### src/design/dtt_pkg.sv
// Shared types, constants and codes for the deadline timer table.
package dtt_pkg;

	// Table geometry.
	localparam int NUM_TIMERS = 8;
	localparam int ID_BITS    = 4;
	localparam int SLOT_BITS  = (NUM_TIMERS > 1) ? $clog2(NUM_TIMERS) : 1;
	localparam int CNT_BITS   = $clog2(NUM_TIMERS + 1);
	localparam int TIME_BITS  = 32;

	// Timer kinds as stored in an entry.
	localparam logic [1:0] KIND_ONETIME  = 2'd1;
	localparam logic [1:0] KIND_PERIODIC = 2'd2;

	// Command codes of an input transaction.
	typedef enum logic [2:0] {
		FUNC_ADD     = 3'd0,
		FUNC_DELETE  = 3'd1,
		FUNC_LATER   = 3'd2,
		FUNC_EARLIER = 3'd3,
		FUNC_EXPIRE  = 3'd4
	} func_t;

	// Result status codes.
	typedef enum logic [2:0] {
		STAT_OK          = 3'd0,
		STAT_FULL        = 3'd1,
		STAT_BAD_KIND    = 3'd2,
		STAT_NOT_FOUND   = 3'd3,
		STAT_EMPTY       = 3'd4,
		STAT_ZERO_PERIOD = 3'd5
	} status_t;

	// Operations broadcast to every cell of the chain.
	typedef enum logic [2:0] {
		CELL_NOP,
		CELL_WRITE,
		CELL_CLEAR,
		CELL_ADD_ALL,
		CELL_SUB_ALL,
		CELL_ADD_ONE
	} cell_op_t;

	// Controller state.
	typedef enum logic [1:0] {
		ST_IDLE,
		ST_SCAN_A,
		ST_SCAN_B,
		ST_SCAN_C
	} state_t;

	// Broadcast command from the controller to the cells.
	typedef struct packed {
		cell_op_t               op;
		logic [SLOT_BITS-1:0]   slot;
		logic [ID_BITS-1:0]     id;
		logic [1:0]             kind;
		logic [TIME_BITS-1:0]   amount;
	} cmd_t;

	// Running scan result handed from cell to cell.
	typedef struct packed {
		logic                   e_found;
		logic [TIME_BITS-1:0]   e_dl;
		logic [SLOT_BITS-1:0]   e_slot;
		logic [ID_BITS-1:0]     e_id;
		logic [1:0]             e_kind;
		logic                   m_found;
		logic [SLOT_BITS-1:0]   m_slot;
		logic                   f_found;
		logic [SLOT_BITS-1:0]   f_slot;
	} scan_t;

endpackage

### src/design/dtt_cell.sv
// One table entry with its stage of the scan chain.
module dtt_cell (
	input  logic                              clk,
	input  logic                              arst_n,
	input  logic [dtt_pkg::SLOT_BITS-1:0]     slot,
	input  dtt_pkg::cmd_t                     cmd,
	input  logic [dtt_pkg::ID_BITS-1:0]       key_id,
	input  dtt_pkg::scan_t                    carry_in,
	output dtt_pkg::scan_t                    carry_out
);

	logic                              valid_q;
	logic [dtt_pkg::ID_BITS-1:0]       id_q;
	logic [1:0]                        kind_q;
	logic [dtt_pkg::TIME_BITS-1:0]     dl_q;
	dtt_pkg::scan_t                    carry_d;
	dtt_pkg::scan_t                    carry_q;
	logic                              hit;

	assign hit = (cmd.slot == slot);

	// Valid bit: set by a write, cleared by a clear aimed at this slot.
	always_ff @(posedge clk or negedge arst_n) begin
		if (!arst_n) begin
			valid_q <= 1'b0;
		end else begin
			unique case (cmd.op)
				dtt_pkg::CELL_WRITE: begin
					if (hit) valid_q <= 1'b1;
				end
				dtt_pkg::CELL_CLEAR: begin
					if (hit) valid_q <= 1'b0;
				end
				default: begin
				end
			endcase
		end
	end

	// Entry payload and deadline arithmetic, wrapping modulo 2^32.
	always_ff @(posedge clk) begin
		unique case (cmd.op)
			dtt_pkg::CELL_WRITE: begin
				if (hit) begin
					id_q   <= cmd.id;
					kind_q <= cmd.kind;
					dl_q   <= cmd.amount;
				end
			end
			dtt_pkg::CELL_ADD_ALL: begin
				if (valid_q) dl_q <= dl_q + cmd.amount;
			end
			dtt_pkg::CELL_SUB_ALL: begin
				if (valid_q) dl_q <= dl_q - cmd.amount;
			end
			dtt_pkg::CELL_ADD_ONE: begin
				if (hit) dl_q <= dl_q + cmd.amount;
			end
			default: begin
			end
		endcase
	end

	// Fold this entry into the running scan. Strict compare keeps the lowest slot on a tie.
	always_comb begin
		carry_d = carry_in;
		if (valid_q && (!carry_in.e_found || (dl_q < carry_in.e_dl))) begin
			carry_d.e_found = 1'b1;
			carry_d.e_dl    = dl_q;
			carry_d.e_slot  = slot;
			carry_d.e_id    = id_q;
			carry_d.e_kind  = kind_q;
		end
		if (valid_q && !carry_in.m_found && (id_q == key_id)) begin
			carry_d.m_found = 1'b1;
			carry_d.m_slot  = slot;
		end
		if (!valid_q && !carry_in.f_found) begin
			carry_d.f_found = 1'b1;
			carry_d.f_slot  = slot;
		end
	end

	// Scan stage register toward the next cell.
	always_ff @(posedge clk or negedge arst_n) begin
		if (!arst_n) begin
			carry_q <= '0;
		end else begin
			carry_q <= carry_d;
		end
	end

	assign carry_out = carry_q;

endmodule

### src/design/deadline_timer_table.sv
// Deadline timer table: a chain of timer cells with a command sequencer and result register.
//
// The table holds NUM_TIMERS timers in a row of cells; a scan record ripples through the
// row one cell per clock, and every lookup (identifier match, first free slot, earliest
// deadline) waits for it to pass the whole row. A transaction needs a lookup before its
// update and one after it, plus a third when the earliest deadline has to be caught up
// to now, and one transaction is in work at a time. A new transaction may be accepted
// while the previous result still waits on the output.
// The table is empty after reset and needs no clearing pass.
module deadline_timer_table (
	input  logic                                clk,
	input  logic                                arst_n,
	input  logic                                in_valid,
	output logic                                in_ready,
	input  logic [2:0]                          func,
	input  logic [dtt_pkg::ID_BITS-1:0]         timer_id,
	input  logic [1:0]                          timer_kind,
	input  logic [dtt_pkg::TIME_BITS-1:0]       deadline,
	input  logic [dtt_pkg::TIME_BITS-1:0]       delta,
	input  logic [dtt_pkg::TIME_BITS-1:0]       period_seconds,
	input  logic [dtt_pkg::TIME_BITS-1:0]       now_seconds,
	output logic                                out_valid,
	input  logic                                out_ready,
	output logic [2:0]                          status,
	output logic [dtt_pkg::TIME_BITS-1:0]       alarm_delay,
	output logic [dtt_pkg::ID_BITS-1:0]         earliest_id,
	output logic                                any_armed
);

	dtt_pkg::state_t                   state_q, state_d;
	logic [dtt_pkg::CNT_BITS-1:0]      cnt_q, cnt_d;
	logic [dtt_pkg::CNT_BITS-1:0]      count_q, count_d;
	dtt_pkg::status_t                  stat_q, stat_d;
	dtt_pkg::cmd_t                     cmd;
	dtt_pkg::scan_t                    links [0:dtt_pkg::NUM_TIMERS];
	dtt_pkg::scan_t                    tail;
	logic                              out_load;
	logic                              out_free;
	logic [dtt_pkg::TIME_BITS-1:0]     lag;

	// Latched transaction fields.
	logic [2:0]                        func_q;
	logic [dtt_pkg::ID_BITS-1:0]       id_q;
	logic [1:0]                        kind_q;
	logic [dtt_pkg::TIME_BITS-1:0]     dl_q;
	logic [dtt_pkg::TIME_BITS-1:0]     delta_q;
	logic [dtt_pkg::TIME_BITS-1:0]     period_q;
	logic [dtt_pkg::TIME_BITS-1:0]     now_q;

	// Result register.
	logic                              out_valid_q;
	logic [2:0]                        status_q;
	logic [dtt_pkg::TIME_BITS-1:0]     alarm_q;
	logic [dtt_pkg::ID_BITS-1:0]       earliest_q;
	logic                              armed_q;

	// Row of cells; the scan record enters empty at the head.
	assign links[0] = '0;
	for (genvar i = 0; i < dtt_pkg::NUM_TIMERS; i++) begin : g_cell
		dtt_cell u_cell (
			.clk       (clk),
			.arst_n    (arst_n),
			.slot      (dtt_pkg::SLOT_BITS'(i)),
			.cmd       (cmd),
			.key_id    (id_q),
			.carry_in  (links[i]),
			.carry_out (links[i+1])
		);
	end
	assign tail = links[dtt_pkg::NUM_TIMERS];

	assign in_ready = (state_q == dtt_pkg::ST_IDLE);
	assign out_free = !out_valid_q || out_ready;
	assign lag      = now_q - tail.e_dl;

	// Capture the transaction fields on acceptance.
	always_ff @(posedge clk) begin
		if (in_valid && in_ready) begin
			func_q   <= func;
			id_q     <= timer_id;
			kind_q   <= timer_kind;
			dl_q     <= deadline;
			delta_q  <= delta;
			period_q <= period_seconds;
			now_q    <= now_seconds;
		end
	end

	// Sequencer state, scan counter, entry count and status.
	always_ff @(posedge clk or negedge arst_n) begin
		if (!arst_n) begin
			state_q <= dtt_pkg::ST_IDLE;
			cnt_q   <= '0;
			count_q <= '0;
			stat_q  <= dtt_pkg::STAT_OK;
		end else begin
			state_q <= state_d;
			cnt_q   <= cnt_d;
			count_q <= count_d;
			stat_q  <= stat_d;
		end
	end

	// Next state, cell commands and status. Each scan state waits until the record
	// has passed the whole row, then acts on the tail result.
	always_comb begin
		state_d    = state_q;
		cnt_d      = (cnt_q != '0) ? cnt_q - 1'b1 : cnt_q;
		count_d    = count_q;
		stat_d     = stat_q;
		cmd        = '0;
		cmd.op     = dtt_pkg::CELL_NOP;
		cmd.id     = id_q;
		cmd.kind   = kind_q;
		out_load   = 1'b0;
		unique case (state_q)
			dtt_pkg::ST_IDLE: begin
				cnt_d = '0;
				if (in_valid) begin
					state_d = dtt_pkg::ST_SCAN_A;
					cnt_d   = dtt_pkg::CNT_BITS'(dtt_pkg::NUM_TIMERS);
				end
			end
			dtt_pkg::ST_SCAN_A: begin
				if (cnt_q == '0) begin
					state_d = dtt_pkg::ST_SCAN_B;
					cnt_d   = dtt_pkg::CNT_BITS'(dtt_pkg::NUM_TIMERS);
					stat_d  = dtt_pkg::STAT_OK;
					unique case (func_q)
						dtt_pkg::FUNC_ADD: begin
							if (kind_q != dtt_pkg::KIND_ONETIME &&
							    kind_q != dtt_pkg::KIND_PERIODIC) begin
								stat_d = dtt_pkg::STAT_BAD_KIND;
							end else if (tail.m_found) begin
								cmd.op     = dtt_pkg::CELL_WRITE;
								cmd.slot   = tail.m_slot;
								cmd.amount = dl_q;
							end else if (tail.f_found) begin
								cmd.op     = dtt_pkg::CELL_WRITE;
								cmd.slot   = tail.f_slot;
								cmd.amount = dl_q;
								count_d    = count_q + 1'b1;
							end else begin
								stat_d = dtt_pkg::STAT_FULL;
							end
						end
						dtt_pkg::FUNC_DELETE: begin
							if (count_q == '0) begin
								stat_d = dtt_pkg::STAT_EMPTY;
							end else if (!tail.m_found) begin
								stat_d = dtt_pkg::STAT_NOT_FOUND;
							end else begin
								cmd.op   = dtt_pkg::CELL_CLEAR;
								cmd.slot = tail.m_slot;
								count_d  = count_q - 1'b1;
							end
						end
						dtt_pkg::FUNC_LATER: begin
							cmd.op     = dtt_pkg::CELL_ADD_ALL;
							cmd.amount = delta_q;
						end
						dtt_pkg::FUNC_EARLIER: begin
							cmd.op     = dtt_pkg::CELL_SUB_ALL;
							cmd.amount = delta_q;
						end
						dtt_pkg::FUNC_EXPIRE: begin
							if (!tail.e_found) begin
								stat_d = dtt_pkg::STAT_EMPTY;
							end else if (tail.e_kind == dtt_pkg::KIND_PERIODIC) begin
								if (period_q == '0) begin
									stat_d = dtt_pkg::STAT_ZERO_PERIOD;
								end else begin
									cmd.op     = dtt_pkg::CELL_ADD_ONE;
									cmd.slot   = tail.e_slot;
									cmd.amount = period_q;
								end
							end else begin
								cmd.op   = dtt_pkg::CELL_CLEAR;
								cmd.slot = tail.e_slot;
								count_d  = count_q - 1'b1;
							end
						end
						default: begin
						end
					endcase
				end
			end
			dtt_pkg::ST_SCAN_B: begin
				if (cnt_q == '0) begin
					if (tail.e_found && (tail.e_dl <= now_q)) begin
						// Catch up: push every deadline by max(1, now - earliest).
						cmd.op     = dtt_pkg::CELL_ADD_ALL;
						cmd.amount = (lag == '0) ? dtt_pkg::TIME_BITS'(1) : lag;
						state_d    = dtt_pkg::ST_SCAN_C;
						cnt_d      = dtt_pkg::CNT_BITS'(dtt_pkg::NUM_TIMERS);
					end else if (out_free) begin
						out_load = 1'b1;
						state_d  = dtt_pkg::ST_IDLE;
					end
				end
			end
			dtt_pkg::ST_SCAN_C: begin
				if (cnt_q == '0 && out_free) begin
					out_load = 1'b1;
					state_d  = dtt_pkg::ST_IDLE;
				end
			end
			default: begin
				state_d = dtt_pkg::ST_IDLE;
			end
		endcase
	end

	// Output valid flag of the result register.
	always_ff @(posedge clk or negedge arst_n) begin
		if (!arst_n) begin
			out_valid_q <= 1'b0;
		end else if (out_load) begin
			out_valid_q <= 1'b1;
		end else if (out_ready) begin
			out_valid_q <= 1'b0;
		end
	end

	// Result payload from the final scan.
	always_ff @(posedge clk) begin
		if (out_load) begin
			status_q   <= stat_q;
			alarm_q    <= tail.e_found ? (tail.e_dl - now_q) : '0;
			earliest_q <= tail.e_found ? tail.e_id : '0;
			armed_q    <= tail.e_found;
		end
	end

	assign out_valid   = out_valid_q;
	assign status      = status_q;
	assign alarm_delay = alarm_q;
	assign earliest_id = earliest_q;
	assign any_armed   = armed_q;

`ifndef SYNTHESIS
	// The entry count never exceeds the table size.
	a_count_bound: assert property (@(posedge clk) disable iff (!arst_n)
		count_q <= dtt_pkg::CNT_BITS'(dtt_pkg::NUM_TIMERS))
		else $error("entry count exceeds table size");

	// Cells are only commanded while a transaction is in work.
	a_cmd_busy: assert property (@(posedge clk) disable iff (!arst_n)
		(cmd.op != dtt_pkg::CELL_NOP) |-> (state_q != dtt_pkg::ST_IDLE))
		else $error("cell command issued while idle");

	// The reported armed flag agrees with the entry count.
	a_armed_count: assert property (@(posedge clk) disable iff (!arst_n)
		out_load |-> (tail.e_found == (count_q != '0)))
		else $error("scan result disagrees with entry count");

	// A result is only loaded when the output register is free.
	a_no_overwrite: assert property (@(posedge clk) disable iff (!arst_n)
		out_load |-> (!out_valid_q || out_ready))
		else $error("result register overwritten");
`endif

endmodule
### config.mk
export PLATFORM = sky130hd
export DESIGN_NAME = deadline_timer_table
export DESIGN_NICKNAME = d
export VERILOG_FILES = /design/src/design/dtt_pkg.sv /design/src/design/dtt_cell.sv /design/src/design/deadline_timer_table.sv
export SDC_FILE = /design/constraint.sdc
export NUM_CORES = 2
export LEC_CHECK = 0
export BUFFER_PORTS_ARGS = -buffer_cell sky130_fd_sc_hd__buf_2
export CAP_MARGIN = 5
export CORE_UTILIZATION = 40
export DETAILED_ROUTE_END_ITERATION = 10
export HOLD_SLACK_MARGIN = 0.12
export PLACE_DENSITY_LB_ADDON = 0.05
export SYNTH_ARGS = -nofsm -noshare
export SYNTH_HDL_FRONTEND = slang
export SYNTH_SLANG_ARGS = --single-unit
### constraint.sdc
create_clock -name clk -period 7.97 [get_ports clk]
set_clock_uncertainty 0.1 [all_clocks]
set_input_delay 0.3985 -clock clk [delete_from_list [all_inputs] [get_ports clk]]
set_output_delay 0.3985 -clock clk [all_outputs]
set_load 0.1 [all_outputs]
==> metrics.md <==
| Metric | Value |
|---|---|
| Status | complete, but fails checks |
| Failing checks | setup timing |
| Post-Syn Nets | 6244 |
| Final net count | 7337 |
| # port buffers | 182 |
| Required time worst endpoint | 8340 ps |
| Most used cell, CP | a21oi_2 |
| Clock transition at path regs | 60 ps |
| Clock Sinks | 882 |
| Worst Tran Pin Value | 1210 ps |
| Synth Cell Area | 56300 sq um |
| Unrepaired setup endpoints after global routing | yes |
| CTS Buf Count | 105 |
| Post-synthesis async set-or-reset flop share | 45.5% |
| CTS root buffer | clkbuf_16 |
| Drt via density | 5.40 |
| WS Path Type | reg2reg |
| Leakage | 0.0316 uW |
| Final WL | 180000 microns |
| Post-Syn Instances | 5555 |
| RePlAce Congestion | 0.921 |
| Row cnt | 137 |
| Max cap viols | 0 |
| Die area | 142000 sq um |
| Number of distinct library cells after synthesis | 94 |
| First-pass GRT wire length | 276000 microns |
| Worst-case clock buffer depth | 3 |
| Crit-path max FO | 6 |
| CP Capture Point | g_cell[2].u_cell.dl_q[31]$_DFFE_PP_ |
| Worst slew margin | 18.8% |
| Detail Route Antenna Nets | 0 |
| Dpl ws | -1010 ps |
| Power Dens Cells | 361 nW/um^2 |
| Yosys warning total | 0 |
| Vias in the first global route | 47600 |
| Reg2Reg Setup Slack | -70 ps |
| Skew-Pair Late Insertion Delay | 730 ps |
| CP Data Arrival Time | 8400 ps |
| # H-tree levels | 3 |
| R2R depth | 39 |
| I/O Pins | 183 |
| Routed length per placed instance | 20.9 microns |
| Final critical-path share of the clock period | 101% |
| Filler cells | 12600 |
| Min Tclk post-route | 8040 ps |
| Achievable Freq | 124 MHz |
| Flops & latches, synth | 882 |
| Crit. Startpoint | now_q[0]$_DFFE_PP_ |
| Worst reg2reg endpoint | g_cell[2].u_cell.dl_q[31]$_DFFE_PP_ |
| Fin. max-slew vios | 0 |
| Reg2reg start | now_q[0]$_DFFE_PP_ |
| Die width | 377 microns |
| Type of destination of the critical path | register |
| Setup Viol. Count Final | 6 |
| Worst hold slack | 160 ps |
| Cell at the slowest stage of the critical path | or4_4 |
| EDFF count, synth | 481 |
| Initial DRT Pass Iterations | 6 |
| Max VDD drop | 0.217 mV |
| Dpl cell area | 65400 sq um |
| Seq/Total Area, Yosys | 43.4% |
| Final Hold Vio Count | 0 |
| CTS tree | done |
| HP Class | in2async |
| Largest net degree at the start of global routing | 88 |
| Post-detail-place hpwl | 137000 microns |
| Total track usage | 25.0% |
| Post-route setup slack | -67.7 ps |
| Design area | 72700 sq um |
| Layout Utilization | 52.0% |
| Initial antenna violation count | 6 |
| Die height | 377 microns |
| Critical Path Source Type | register |
| Via Count | 46600 |
| DR DRC count | 0 |
| Total gr overflow | 0 |
| Syn Area/Cell | 10.1 sq um |
| Largest stage delay, worst path | 480 ps |
| Layout cells sized above 1 | 25.4% |
| Core ar. | 140000 sq um |
| P&R area growth vs syn | 29.0% |
| Initial core utilization | 40.3% |
| Drt first-iter violations | 2983 |
| Synth Flop Type | edfxtp_1 |
## power breakdown
part	switching [uW]	internal (uW)	leakage (uW)
logic	8050	7300	0.0202
clock network	2040	2790	0.00171
registers	427	5630	0.00967
total	10500	15700	0.0316
## synthesized netlist by cell type, drive strengths merged (39+ instances only)
master,instances,area [sq um]
a211o,46,403
a211oi,39,303
a21o,200,1500
a21oi,304,1520
a22oi,87,653
and2,100,628
and3,45,282
clkbuf,197,741
dfrtp,401,10000
edfxtp,481,14400
ha,537,6720
inv,424,1590
mux2,153,1720
nand2,301,1130
nand2b,101,632
nand3,145,726
nand4,93,588
nor2,292,1100
nor2b,79,502
nor3,91,455
o211ai,137,1030
o21a,79,593
o21ai,379,1900
o21bai,50,375
o311ai,52,455
o31ai,49,388
or2,39,244
xnor2,196,1720
xor2,117,1020
## worst min-delay path by stage
stage / from / end / slack [ps] / cells past startpoint
2_1_floorplan: arst_n / cnt_q[0]$_DFF_PN0_ / 3 / 0
3_3_place_gp: g_cell[0].u_cell.carry_out[3]$_DFF_PN0_ / g_cell[1].u_cell.carry_out[0]$_DFF_PN0_ / 300 / 1
3_5_place_dp: g_cell[0].u_cell.carry_out[3]$_DFF_PN0_ / g_cell[1].u_cell.carry_out[0]$_DFF_PN0_ / 300 / 1
4_1_cts: arst_n / g_cell[0].u_cell.carry_out[18]$_DFF_PN0_ / 160 / 2
5_1_grt: arst_n / g_cell[0].u_cell.carry_out[18]$_DFF_PN0_ / 210 / 2
6_report: arst_n / g_cell[0].u_cell.carry_out[18]$_DFF_PN0_ / 160 / 2
## timing repair
action                                  in CTS  in global routing
setup buffers                               21                 61
endpoints found under the hold margin      221                  0
pin swaps                                   95                151
gates cloned                                 0                  0
gates resized for setup                    168                212
hold buffers                               140                  0
endpoints found under the setup margin      93                 74
## layout by cell type (no fill, tap or decap), types with 99 or more instances in the layout
cell	count
xor2_1	112
inv_1	421
clkbuf_16	108
buf_4	828
nor2_1	281
nand3_1	141
buf_2	181
a21o_1	200
dfrtp_1	401
o211ai_1	137
nand2b_1	99
dlygate4sd3_1	140
mux2_2	153
edfxtp_1	481
xnor2_1	193
a21oi_1	254
ha_1	509
nand2_1	297
o21ai_0	297
## per-layer routing
| metal | routed length (microns) | GRT usage, % |
|---|---|---|
| met1 | 82800 | 33.5 |
| met2 | 84300 | 41.8 |
| met3 | 6450 | 2.75 |
| met4 | 6260 | 8.69 |
| met5 | 0 | 0 |
## worst max-delay path: cells and delay by family (launching register included)
kind / cells / cell delay [ps]
flops: 1 / 400
fa+ha+maj: 4 / 910
xor+xnor: 1 / 80
simple gates: 9 / 1930
buf+inv: 6 / 620
compound gates: 17 / 3420
mux: 2 / 300
## metrics by stage
| step | TNS (ps) | instances | total power, uW |
|---|---|---|---|
| after floorplan | -23.4 | 5555 | 14500 |
| after global placement | -32820 | 8203 | 19900 |
| after detailed placement | -40860 | 8203 | 20000 |
| after CTS | -251 | 8562 | 25600 |
| after global routing | -9270 | 8617 | 28100 |
| final | -188 | 8623 | 26200 |
## logic make-up (layout without fill, tap and decap cells)
| kind of cell | Yosys count | in the layout | synth area share [%] |
|---|---|---|---|
| compound gates | 1635 | 1635 | 19.5 |
| simple gates | 1373 | 1373 | 12.3 |
| flops | 882 | 882 | 43.4 |
| buf+inv | 644 | 1830 | 4.31 |
| fa+ha+maj | 548 | 548 | 12.3 |
| xor+xnor | 313 | 313 | 4.87 |
| mux | 160 | 160 | 3.18 |
| other cells | 0 | 6 | 0 |
## state kept, by name, summed over array words and instances (netlist names)
register                 count
alarm_delay                 32
any_armed                    1
cnt_q                        4
count_q                      4
delta_q                     32
dl_q                        32
earliest_id                  4
func_q                       3
g_cell.u_cell.carry_out    379
g_cell.u_cell.dl_q         256
g_cell.u_cell.id_q          32
g_cell.u_cell.kind_q        16
g_cell.u_cell.valid_q        8
id_q                         4
kind_q                       2
now_q                       32
out_valid                    1
period_q                    32
stat_q                       3
state_q                      2
status                       3
## cell type report
| class | instances | area (sq um) | area share, % |
|---|---|---|---|
| well taps | 1876 | 2350 | 3.23 |
| diodes | 6 | 15.0 | 0.0207 |
| flip-flops and latches | 882 | 24500 | 33.7 |
| clock buffers | 163 | 3110 | 4.28 |
| clock inverters | 37 | 360 | 0.496 |
| repair buffers | 1204 | 9360 | 12.9 |
| inverters | 426 | 1600 | 2.20 |
| multi-input cells | 4029 | 31400 | 43.2 |
Note: power is estimated with default switching activity, not from simulation.
